**config.mk**
```make
export PLATFORM = sky130hd
export DESIGN_NAME = pht_datapath
export DESIGN_NICKNAME = d
export VERILOG_FILES = /design/src/rtl/core/pht_pkg.sv /design/src/rtl/core/pht_datapath.sv
export SDC_FILE = /design/constraint.sdc
export NUM_CORES = 2
export LEC_CHECK = 0
export ABC_AREA = 1
export BUFFER_PORTS_ARGS = -buffer_cell sky130_fd_sc_hd__buf_2
export CAP_MARGIN = 25
export CORE_UTILIZATION = 45
export CTS_CLUSTER_SIZE = 28
export DETAILED_ROUTE_END_ITERATION = 10
export PLACE_DENSITY_LB_ADDON = 0.15
export SLEW_MARGIN = 0
export SYNTH_ARGS = -nofsm -noshare
export SYNTH_HDL_FRONTEND = slang
export SYNTH_SLANG_ARGS = --single-unit
export TNS_END_PERCENT = 1
```
**constraint.sdc**
```tcl
create_clock -name clk -period 10.4 [get_ports clk]
set_clock_uncertainty 0.05 [all_clocks]
set_input_delay 1.56 -clock clk [delete_from_list [all_inputs] [get_ports clk]]
set_output_delay 1.56 -clock clk [all_outputs]
set_load 0.03 [all_outputs]
```
**src/rtl/core/pht_pkg.sv**
```systemverilog
`default_nettype none

package pht_pkg;

  // Field widths of the vertex stream and the configuration registers.
  localparam int COORD_W   = 16;
  localparam int THR_W     = 8;
  localparam int BOX_W     = 15;
  localparam int MAX_CROSS = 4096;
  localparam int CNT_W     = $clog2(MAX_CROSS) + 2;

  // Derived datapath widths.
  localparam int EXT_W  = COORD_W + 2;          // coordinate widened by the threshold
  localparam int DIFF_W = COORD_W + 1;          // difference of two coordinates
  localparam int DACC_W = 2 * DIFF_W + 1;       // line distance numerator
  localparam int MUL_W  = COORD_W + THR_W + 2;  // shared multiplier operand
  localparam int PROD_W = 2 * MUL_W;
  localparam int OUT_W  = 2 + CNT_W;

  // Configuration register indexes.
  localparam logic [2:0] REG_QUERY_X        = 3'd0;
  localparam logic [2:0] REG_QUERY_Y        = 3'd1;
  localparam logic [2:0] REG_HIT_THRESHOLD  = 3'd2;
  localparam logic [2:0] REG_LINE_THICKNESS = 3'd3;
  localparam logic [2:0] REG_BOX_WIDTH      = 3'd4;
  localparam logic [2:0] REG_BOX_HEIGHT     = 3'd5;
  localparam logic [2:0] REG_OUTLINE_ONLY   = 3'd6;
  localparam logic [2:0] REG_FULL_INTERIOR  = 3'd7;

  typedef struct packed {
    logic signed [COORD_W-1:0] query_x;
    logic signed [COORD_W-1:0] query_y;
    logic [THR_W-1:0]          hit_threshold;
    logic [THR_W-1:0]          line_thickness;
    logic [BOX_W-1:0]          box_width;
    logic [BOX_W-1:0]          box_height;
    logic                      outline_only;
    logic                      full_interior;
  } cfg_t;

  // One edge takes nine products on the shared multiplier and a commit.
  typedef enum logic [3:0] {
    STEP_D_A,
    STEP_D_B,
    STEP_T_A,
    STEP_T_B,
    STEP_R_A,
    STEP_R_B,
    STEP_LHS,
    STEP_P1,
    STEP_P2,
    STEP_COMMIT
  } step_t;

  typedef enum logic [2:0] {
    ST_IDLE,
    ST_DISPATCH,
    ST_EDGE,
    ST_CLOSE,
    ST_VERDICT
  } state_t;

  typedef struct packed {
    logic  load;
    logic  close_load;
    logic  step_en;
    step_t step;
    logic  emit;
  } cmd_t;

  typedef struct packed {
    logic first;
    logic last;
    logic outline;
    logic out_free;
  } stat_t;

endpackage

`default_nettype wire

```
**src/rtl/core/pht_datapath.sv**
```systemverilog
`default_nettype none

module pht_datapath (
  input  logic                               clk,
  input  logic                               rst,
  input  pht_pkg::cfg_t                      cfg,
  input  pht_pkg::cmd_t                      cmd,
  output pht_pkg::stat_t                     stat,
  input  logic signed [pht_pkg::COORD_W-1:0] vertex_x,
  input  logic signed [pht_pkg::COORD_W-1:0] vertex_y,
  input  logic                               first_vertex,
  input  logic                               last_vertex,
  output logic                               out_valid,
  input  logic                               out_ready,
  output logic                               out_hit,
  output logic                               out_near,
  output logic signed [pht_pkg::CNT_W-1:0]   out_sum
);
  import pht_pkg::*;

  localparam logic signed [CNT_W:0] SUM_MAX = (CNT_W + 1)'(MAX_CROSS);
  localparam logic signed [CNT_W:0] SUM_MIN = -SUM_MAX;

  function automatic logic signed [DIFF_W-1:0] diff(input logic signed [COORD_W-1:0] p,
                                                    input logic signed [COORD_W-1:0] q);
    return {p[COORD_W-1], p} - {q[COORD_W-1], q};
  endfunction

  function automatic logic signed [MUL_W-1:0] widen(input logic signed [DIFF_W-1:0] v);
    return {{(MUL_W - DIFF_W){v[DIFF_W-1]}}, v};
  endfunction

  function automatic logic signed [EXT_W-1:0] ext(input logic signed [COORD_W-1:0] v);
    return {{(EXT_W - COORD_W){v[COORD_W-1]}}, v};
  endfunction

  // Polygon state.
  logic signed [COORD_W-1:0] start_x, start_y, prior_x, prior_y;
  logic signed [CNT_W-1:0]   count;
  logic                      near_seen;
  logic                      first_r, last_r;

  // Edge under test and the partial results of its steps.
  logic signed [COORD_W-1:0] x1, y1, x2, y2;
  logic signed [DACC_W-1:0]  d_acc;
  logic signed [MUL_W-1:0]   ta, tb;
  logic [PROD_W-1:0]         rhs, lhs;
  logic signed [2*DIFF_W-1:0] p1, p2;

  logic signed [COORD_W-1:0] qx, qy;
  logic [THR_W:0]            half_thick;
  logic [THR_W-1:0]          thr_raw, thr;
  logic signed [EXT_W-1:0]   thr_e, qx_e, qy_e, lo_x, hi_x, lo_y, hi_y, bw_e, bh_e;
  logic                      box_ok, rejected, d_big, edge_near, up, down, hit_calc;
  logic signed [MUL_W-1:0]   mul_a, mul_b;
  logic signed [PROD_W-1:0]  prod;
  logic signed [CNT_W:0]     delta, cnt_sum, cnt_next;

  assign qx = cfg.query_x;
  assign qy = cfg.query_y;

  // Threshold is the larger of the hit threshold and half the thickness rounded up;
  // a threshold of one is raised to two.
  assign half_thick = ({1'b0, cfg.line_thickness} + 1'b1) >> 1;
  assign thr_raw    = (cfg.hit_threshold > half_thick[THR_W-1:0]) ? cfg.hit_threshold
                                                                 : half_thick[THR_W-1:0];
  assign thr        = (thr_raw == THR_W'(1)) ? THR_W'(2) : thr_raw;
  assign thr_e      = {{(EXT_W - THR_W){1'b0}}, thr};

  assign qx_e = ext(qx);
  assign qy_e = ext(qy);
  assign bw_e = {{(EXT_W - BOX_W){1'b0}}, cfg.box_width};
  assign bh_e = {{(EXT_W - BOX_W){1'b0}}, cfg.box_height};

  assign rejected = (qx_e < -thr_e) || (qx_e > bw_e + thr_e) ||
                    (qy_e < -thr_e) || (qy_e > bh_e + thr_e);

  assign lo_x = (x1 < x2) ? ext(x1) : ext(x2);
  assign hi_x = (x1 < x2) ? ext(x2) : ext(x1);
  assign lo_y = (y1 < y2) ? ext(y1) : ext(y2);
  assign hi_y = (y1 < y2) ? ext(y2) : ext(y1);

  assign box_ok = !((qx_e < lo_x - thr_e) || (qx_e > hi_x + thr_e) ||
                    (qy_e < lo_y - thr_e) || (qy_e > hi_y + thr_e));

  // A distance numerator too wide for the multiplier squares above any right side.
  assign d_big = !((&d_acc[DACC_W-1:MUL_W-1]) || !(|d_acc[DACC_W-1:MUL_W-1]));
  assign edge_near = box_ok && !d_big && (lhs <= rhs);

  assign up   = (y1 < qy) && (qy < y2) && (p1 < p2);
  assign down = (y2 < qy) && (qy < y1) && (p2 < p1);

  always_comb begin
    if (up) begin
      delta = (CNT_W + 1)'(1);
    end else if (down) begin
      delta = -(CNT_W + 1)'(1);
    end else begin
      delta = '0;
    end
    cnt_sum = {count[CNT_W-1], count} + delta;
    if (cnt_sum > SUM_MAX) begin
      cnt_next = SUM_MAX;
    end else if (cnt_sum < SUM_MIN) begin
      cnt_next = SUM_MIN;
    end else begin
      cnt_next = cnt_sum;
    end
  end

  // Operand selection for the shared multiplier.
  always_comb begin
    case (cmd.step)
      STEP_D_A: begin
        mul_a = widen(diff(y1, y2));
        mul_b = widen(diff(qx, x1));
      end
      STEP_D_B: begin
        mul_a = widen(diff(x2, x1));
        mul_b = widen(diff(qy, y1));
      end
      STEP_T_A: begin
        mul_a = {{(MUL_W - THR_W){1'b0}}, thr};
        mul_b = widen(diff(y1, y2));
      end
      STEP_T_B: begin
        mul_a = {{(MUL_W - THR_W){1'b0}}, thr};
        mul_b = widen(diff(x2, x1));
      end
      STEP_R_A: begin
        mul_a = ta;
        mul_b = ta;
      end
      STEP_R_B: begin
        mul_a = tb;
        mul_b = tb;
      end
      STEP_LHS: begin
        mul_a = $signed(d_acc[MUL_W-1:0]);
        mul_b = $signed(d_acc[MUL_W-1:0]);
      end
      STEP_P1: begin
        mul_a = widen(diff(x2, qx));
        mul_b = widen(diff(y1, qy));
      end
      STEP_P2: begin
        mul_a = widen(diff(x1, qx));
        mul_b = widen(diff(y2, qy));
      end
      default: begin
        mul_a = '0;
        mul_b = '0;
      end
    endcase
  end

  assign prod = mul_a * mul_b;

  assign hit_calc = rejected     ? 1'b0 :
                    near_seen    ? 1'b1 :
                    cfg.outline_only ? 1'b0 :
                    cfg.full_interior ? (count != '0) : count[0];

  always_ff @(posedge clk) begin
    if (rst) begin
      start_x   <= '0;
      start_y   <= '0;
      prior_x   <= '0;
      prior_y   <= '0;
      count     <= '0;
      near_seen <= 1'b0;
      out_valid <= 1'b0;
    end else begin
      if (cmd.load) begin
        if (first_vertex) begin
          start_x   <= vertex_x;
          start_y   <= vertex_y;
          count     <= '0;
          near_seen <= 1'b0;
        end
        prior_x <= vertex_x;
        prior_y <= vertex_y;
      end
      if (cmd.step_en && cmd.step == STEP_COMMIT) begin
        count <= cnt_next[CNT_W-1:0];
        if (edge_near) begin
          near_seen <= 1'b1;
        end
      end
      if (cmd.emit) begin
        out_valid <= 1'b1;
      end else if (out_ready) begin
        out_valid <= 1'b0;
      end
    end
  end

  always_ff @(posedge clk) begin
    if (cmd.load) begin
      first_r <= first_vertex;
      last_r  <= last_vertex;
      x1      <= prior_x;
      y1      <= prior_y;
      x2      <= vertex_x;
      y2      <= vertex_y;
    end
    if (cmd.close_load) begin
      x1 <= prior_x;
      y1 <= prior_y;
      x2 <= start_x;
      y2 <= start_y;
    end
    if (cmd.step_en) begin
      case (cmd.step)
        STEP_D_A: d_acc <= prod[DACC_W-1:0];
        STEP_D_B: d_acc <= d_acc + prod[DACC_W-1:0];
        STEP_T_A: ta    <= prod[MUL_W-1:0];
        STEP_T_B: tb    <= prod[MUL_W-1:0];
        STEP_R_A: rhs   <= prod;
        STEP_R_B: rhs   <= rhs + prod;
        STEP_LHS: lhs   <= prod;
        STEP_P1:  p1    <= prod[2*DIFF_W-1:0];
        STEP_P2:  p2    <= prod[2*DIFF_W-1:0];
        default: begin
        end
      endcase
    end
    if (cmd.emit) begin
      out_hit  <= hit_calc;
      out_near <= near_seen;
      out_sum  <= count;
    end
  end

  assign stat.first    = first_r;
  assign stat.last     = last_r;
  assign stat.outline  = cfg.outline_only;
  assign stat.out_free = !out_valid || out_ready;

endmodule

`default_nettype wire

```
-- Word level (Yosys, flattened, before mapping)
Cells that the tools add are included.
- bits in registers: 421
- bits of input ports: 125
- output and inout bits: 21
- logic and storage cells: 145
- $add $sub $neg: 19
- $mul: 1
- order comparisons: 20
- equal/unequal tests: 10
- mux-type cells: 34
- reduce and logical (&&, ||, !) cells: 38
- operator list (kind ; number):
    26-bit case mux with 9 select lines ; 1
    26-bit case mux with 8 select lines ; 1
    16-bit by 16-bit subtractor with 17-bit output ; 8
    16-bit two-way mux ; 8
    52-bit case mux with 2 select lines ; 1
    16-bit < comparator ; 6
    16-bit by 18-bit < comparator with 1-bit output ; 4
    18-bit two-way mux ; 4
    14-bit two-way mux ; 5
    35-bit case mux with 2 select lines ; 1
    34-bit < comparator ; 2
    52-bit adder ; 1
    52-bit less-or-equal comparator ; 1
    26-bit by 26-bit multiplier with 52-bit output ; 1
    18-bit by 9-bit adder with 18-bit output ; 2
    16-bit by 18-bit > comparator with 1-bit output ; 2
    18-bit by 9-bit subtractor with 18-bit output ; 2
    35-bit adder ; 1
    16-bit by 17-bit > comparator with 1-bit output ; 2
    15-bit by 8-bit adder with 16-bit output ; 2
    15-bit two-way mux ; 2
    8-bit negation with 18-bit output ; 1
    2-bit AND reduction ; 9
    4-bit by 3-bit == test with 1-bit output, second input constant ; 4
    other kinds (20) ; 51

-- Longest topological paths before layout
- depth after elaboration: 15
- mapped depth: 68
- gate-level depth less buffers: 67

-- Worst setup path after synthesis
Ideal clock, no wire load.
- path kind: input -> register
- from: input cfg[32] (netlist name)
- to: register rhs[51] (data pin)
- arrival time: 10684 ps
- setup slack: -587 ps
- stages on the path: 57
- cells stage by stage: ha_1 nand3_1 nor2_1 nand2_1 xor2_1 ha_1 nand2_1 nor2_1 nand2_1 nand2_1 nand2_1 buf_4 o21ai_0 ha_1 nand3_1 nor2_1 nand2_1 nand2_1 [21 not listed] a21oi_1 o21ai_0 or2_2 and2_1 ha_1 nand2_1 nor2_1 inv_1 nor2_1 inv_1 nor2_1 inv_1 o211ai_1 nor2_1 nor2_1 inv_1 nand2_1 nand2_1
- word-level cells in the longest chain between the ends: 9
- RTL lines (item ; RTL line ; source):
    start, declared ; pht_datapath.sv:6 ; input pht_pkg::cfg_t cfg,
    8-bit by 1-bit adder with 9-bit output (*) ; pht_datapath.sv:64 ; assign half_thick = ({1'b0, cfg.line_thickness} + 1'b1) >> 1;
    8-bit > comparator ; pht_datapath.sv:65 ; assign thr_raw = (cfg.hit_threshold > half_thick[THR_W-1:0]) ? cfg.hit_threshold
    8-bit two-way mux (*) ; pht_datapath.sv:65 ;
    8-bit by 1-bit == test with 1-bit output ; pht_datapath.sv:67 ; assign thr = (thr_raw == THR_W'(1)) ? THR_W'(2) : thr_raw;
    8-bit two-way mux (*) ; pht_datapath.sv:67 ;
    26-bit case mux with 8 select lines (*) ; pht_datapath.sv:113 ; case (cmd.step)
    26-bit by 26-bit multiplier with 52-bit output (*) ; pht_datapath.sv:157 ; assign prod = mul_a * mul_b;
    net prod[40] ; pht_datapath.sv:56 ; logic signed [PROD_W-1:0] prod;
    52-bit adder (*) ; pht_datapath.sv:220 ; STEP_R_B: rhs <= rhs + prod;
    52-bit case mux with 2 select lines (*) ; pht_datapath.sv:214 ; case (cmd.step)
    end signal, assigned ; pht_datapath.sv:219 ; STEP_R_A: rhs <= prod;
    end signal, assigned ; pht_datapath.sv:220 ;
    end, declared ; pht_datapath.sv:47 ; logic [PROD_W-1:0] rhs, lhs;
Mark *: on every way through the listed nets, which the timed path passes. The rest lies on a longest branch.
A chain may end at the register's enable or synchronous reset.

-- Worst setup path after layout
- from: input cfg[51] (netlist name)
- to: register rhs[50] (data pin)
- word-level cells in the longest chain between the ends: 5
- elaborated cells between the ends (all ways): 7
- those cells by class: 4 x add/sub; 1 x mul; 2 x mux
- RTL lines (item ; RTL line ; source):
    16-bit by 16-bit subtractor with 17-bit output ; pht_datapath.sv:26 ; return {p[COORD_W-1], p} - {q[COORD_W-1], q};
    26-bit case mux with 9 select lines (*) ; pht_datapath.sv:113 ;
    26-bit by 26-bit multiplier with 52-bit output (*) ; pht_datapath.sv:157 ;
    net prod[44] ; pht_datapath.sv:56 ;
    52-bit adder (*) ; pht_datapath.sv:220 ;
    52-bit case mux with 2 select lines (*) ; pht_datapath.sv:214 ;
Marked as above.

==> out/metrics.cfg <==
[setup_path]
path_common_cell = inv_1
critical_path.max_stage_delay_ns = 0.63
worstPathRequired_ns = 10.74
start_kind = input port
rr_worst_depth = 55
cp_max_fo = 6
endpoint_kind = register
critPathKind = input port to register
cp_data_arrival_time_ns = 11.42
slowest_stage = fa_2

[synthesis]
synth_flop_cell = edfxtp_1
seq_area_frac_synth = 0.189
synth_seq_cells = 421
ys_types = 71
ys_warn_count = 0
netlist_area_sq_um = 62700
synth.area.top_cells = fa_1 (23%), edfxtp_1 (16%), ha_1 (13%)
async_reset_ff_frac = 0
syn-num-nets = 9539
synth_top_area_frac = 0.232
postSynthAreaPerCell_sq_um = 7.82
syn_inst = 8021
synth_area_leader_cell = fa_1
synth_edf_count = 341

[clock_tree]
max-clock-path-buffers = 3
clock_latency_ns = 0.66
cts_inserted_buffers = 53
cts_sinks = 421
path_clk_slew_ns = 0.06
clk_root_buffer_cell = clkbuf_16
cts_tree = done
cts-htree-levels = 2
postCtsHoldBufs = 0

[layout]
final_cell_mix = nand2_1 (1813), buf_4 (1509), inv_1 (1500)
area_delta_synth_final_pct = 31.4
drive_gt1_frac = 0.246
fin_area_sq_um = 82400
final_common_cell = nand2_1
nets = 11100
num-fill-cells = 12700

[floorplanning]
ioPinCount = 146
fp.dieH_microns = 375
dieArea_sq_um = 141000
row_count = 136
die_x_microns = 375
initial_core_util = 0.455
core_area_sq_um = 138000

[timing]
worst_slew_pin_slew_ns = 1.16
fin_crit_ns = 11.08
drv_slew = 0
fin_crit_sh = 1.07
setup_viol = 47
rsz0062_at_grt = true
fin_ws_ns = -0.684
fmax_ghz = 0.0902
finalHoldViolCount = 0
relSlewSlack = 0.224

[place]
place_congestion = 1.00
io_buffers = 145
dp.final_hpwl_mm = 194
dpl_cell_area_sq_um = 77300

[global_route]
grt.total_usage = 0.333
first_global_vias = 60900
grt_max_degree = 81
grt_pass1_wl_mm = 358
antenna_found_initial = 3
grt_overflow_total = 0

[detailed_routing]
ant_nets = 0
drtIter0Drc = 5319
viasPerCell = 5.30
dr.pass1.iters = 6
dr_total_vias = 60800
wl_per_cell_microns = 20.4
wirelength_mm = 234
drc = 0

[worst_hold_path]
hold_class = register to register
holdPathStages = 0

[run_status]
violations = setup timing
status = finished, violations left

[run]
max_cap_violations = 0

critical path: cells and delay by family:
kind            cells  cell delay [ns]
fa+ha+maj          10             4.61
buf+inv            16             1.75
compound gates     10             1.70
simple gates       14             1.54
xor+xnor            1             0.21
final timing paths:
kind / slack [ns] / start / end
setup / recovery: -0.68 / cfg[51] / rhs[50]
hold reg to reg: 0.36 / prior_x[15] / x1[15]
setup reg to reg: -0.58 / x2[0] / rhs[44]
hold / removal: 0.36 / prior_x[15] / x1[15]
logic make-up (layout without fill, tap and decap cells):
family / Yosys count / count (layout) / share of synthesized area
compound gates: 1258 / 1258 / 0.113
other cells: 0 / 3 / 0
fa+ha+maj: 1393 / 1393 / 0.365
flops: 421 / 421 / 0.189
buf+inv: 1759 / 3400 / 0.108
simple gates: 2972 / 2973 / 0.195
xor+xnor: 218 / 218 / 0.0304
registers in the layout (all words and copies together) (netlist names), 26 cells and up:
| name | count |
|---|---|
| d_acc | 35 |
| p2 | 34 |
| tb | 26 |
| ta | 26 |
| p1 | 34 |
| lhs | 52 |
| rhs | 52 |
area by class of cell:
type	instances	area [sq um]	share of cell area
inverter	1553	5870	0.0712
sequential	421	11800	0.144
antenna	3	7.51	0.0000911
clock buffer	69	1480	0.0179
timing repair buffer	1749	14000	0.169
clock inverter	29	423	0.00513
multi-input combinational	5842	46600	0.565
tap	1794	2240	0.0272
cell usage after synthesis (19+ instances only):
cell type	number
a211oi_1	19
a21o_1	54
a21oi_1	589
a31oi_1	45
buf_2	85
clkbuf_1	104
dfxtp_1	80
edfxtp_1	341
fa_1	727
ha_1	666
inv_1	1536
nand2_1	1863
nand3_1	265
nand3b_1	23
nand4_1	63
nor2_1	553
nor3_1	75
nor4_1	33
o21a_1	23
o21ai_0	359
o21bai_1	31
or2_2	38
xnor2_1	84
xor2_1	134
through the flow:
step                      std cells  setup WS (ns)  hold WS [ns]  setup TNS (ns)   util
after floorplan                8021         -0.297         0.359           -5.03      -
after global placement        11300          -2.16         0.361         -111.82  0.561
after detailed placement      11300          -2.18         0.364         -109.70  0.561
after CTS                     11500         -0.534         0.362          -17.34  0.593
after global routing          11500          -1.17         0.362          -41.59  0.598
final                         11500         -0.684         0.364          -19.56  0.598
layer usage:
layer,track usage,share of wire,vias to the layer above
met5,0,0.000085,-
met4,0.0918,0.031,2
met3,0.0576,0.084,358
met2,0.525,0.44,2172
met1,0.470,0.44,29500
li1,-,-,28800
repair_timing:
item | 4_1_cts | 5_1_grt
setup buffers | 69 | 1
gates cloned | 7 | 0
resized for setup | 401 | 144
pin swaps | 148 | 39
setup endpoints to repair | 63 | 65
Power is not shown: default switching activity piles up to over one toggle a cycle in this logic, so the estimate is an artifact.
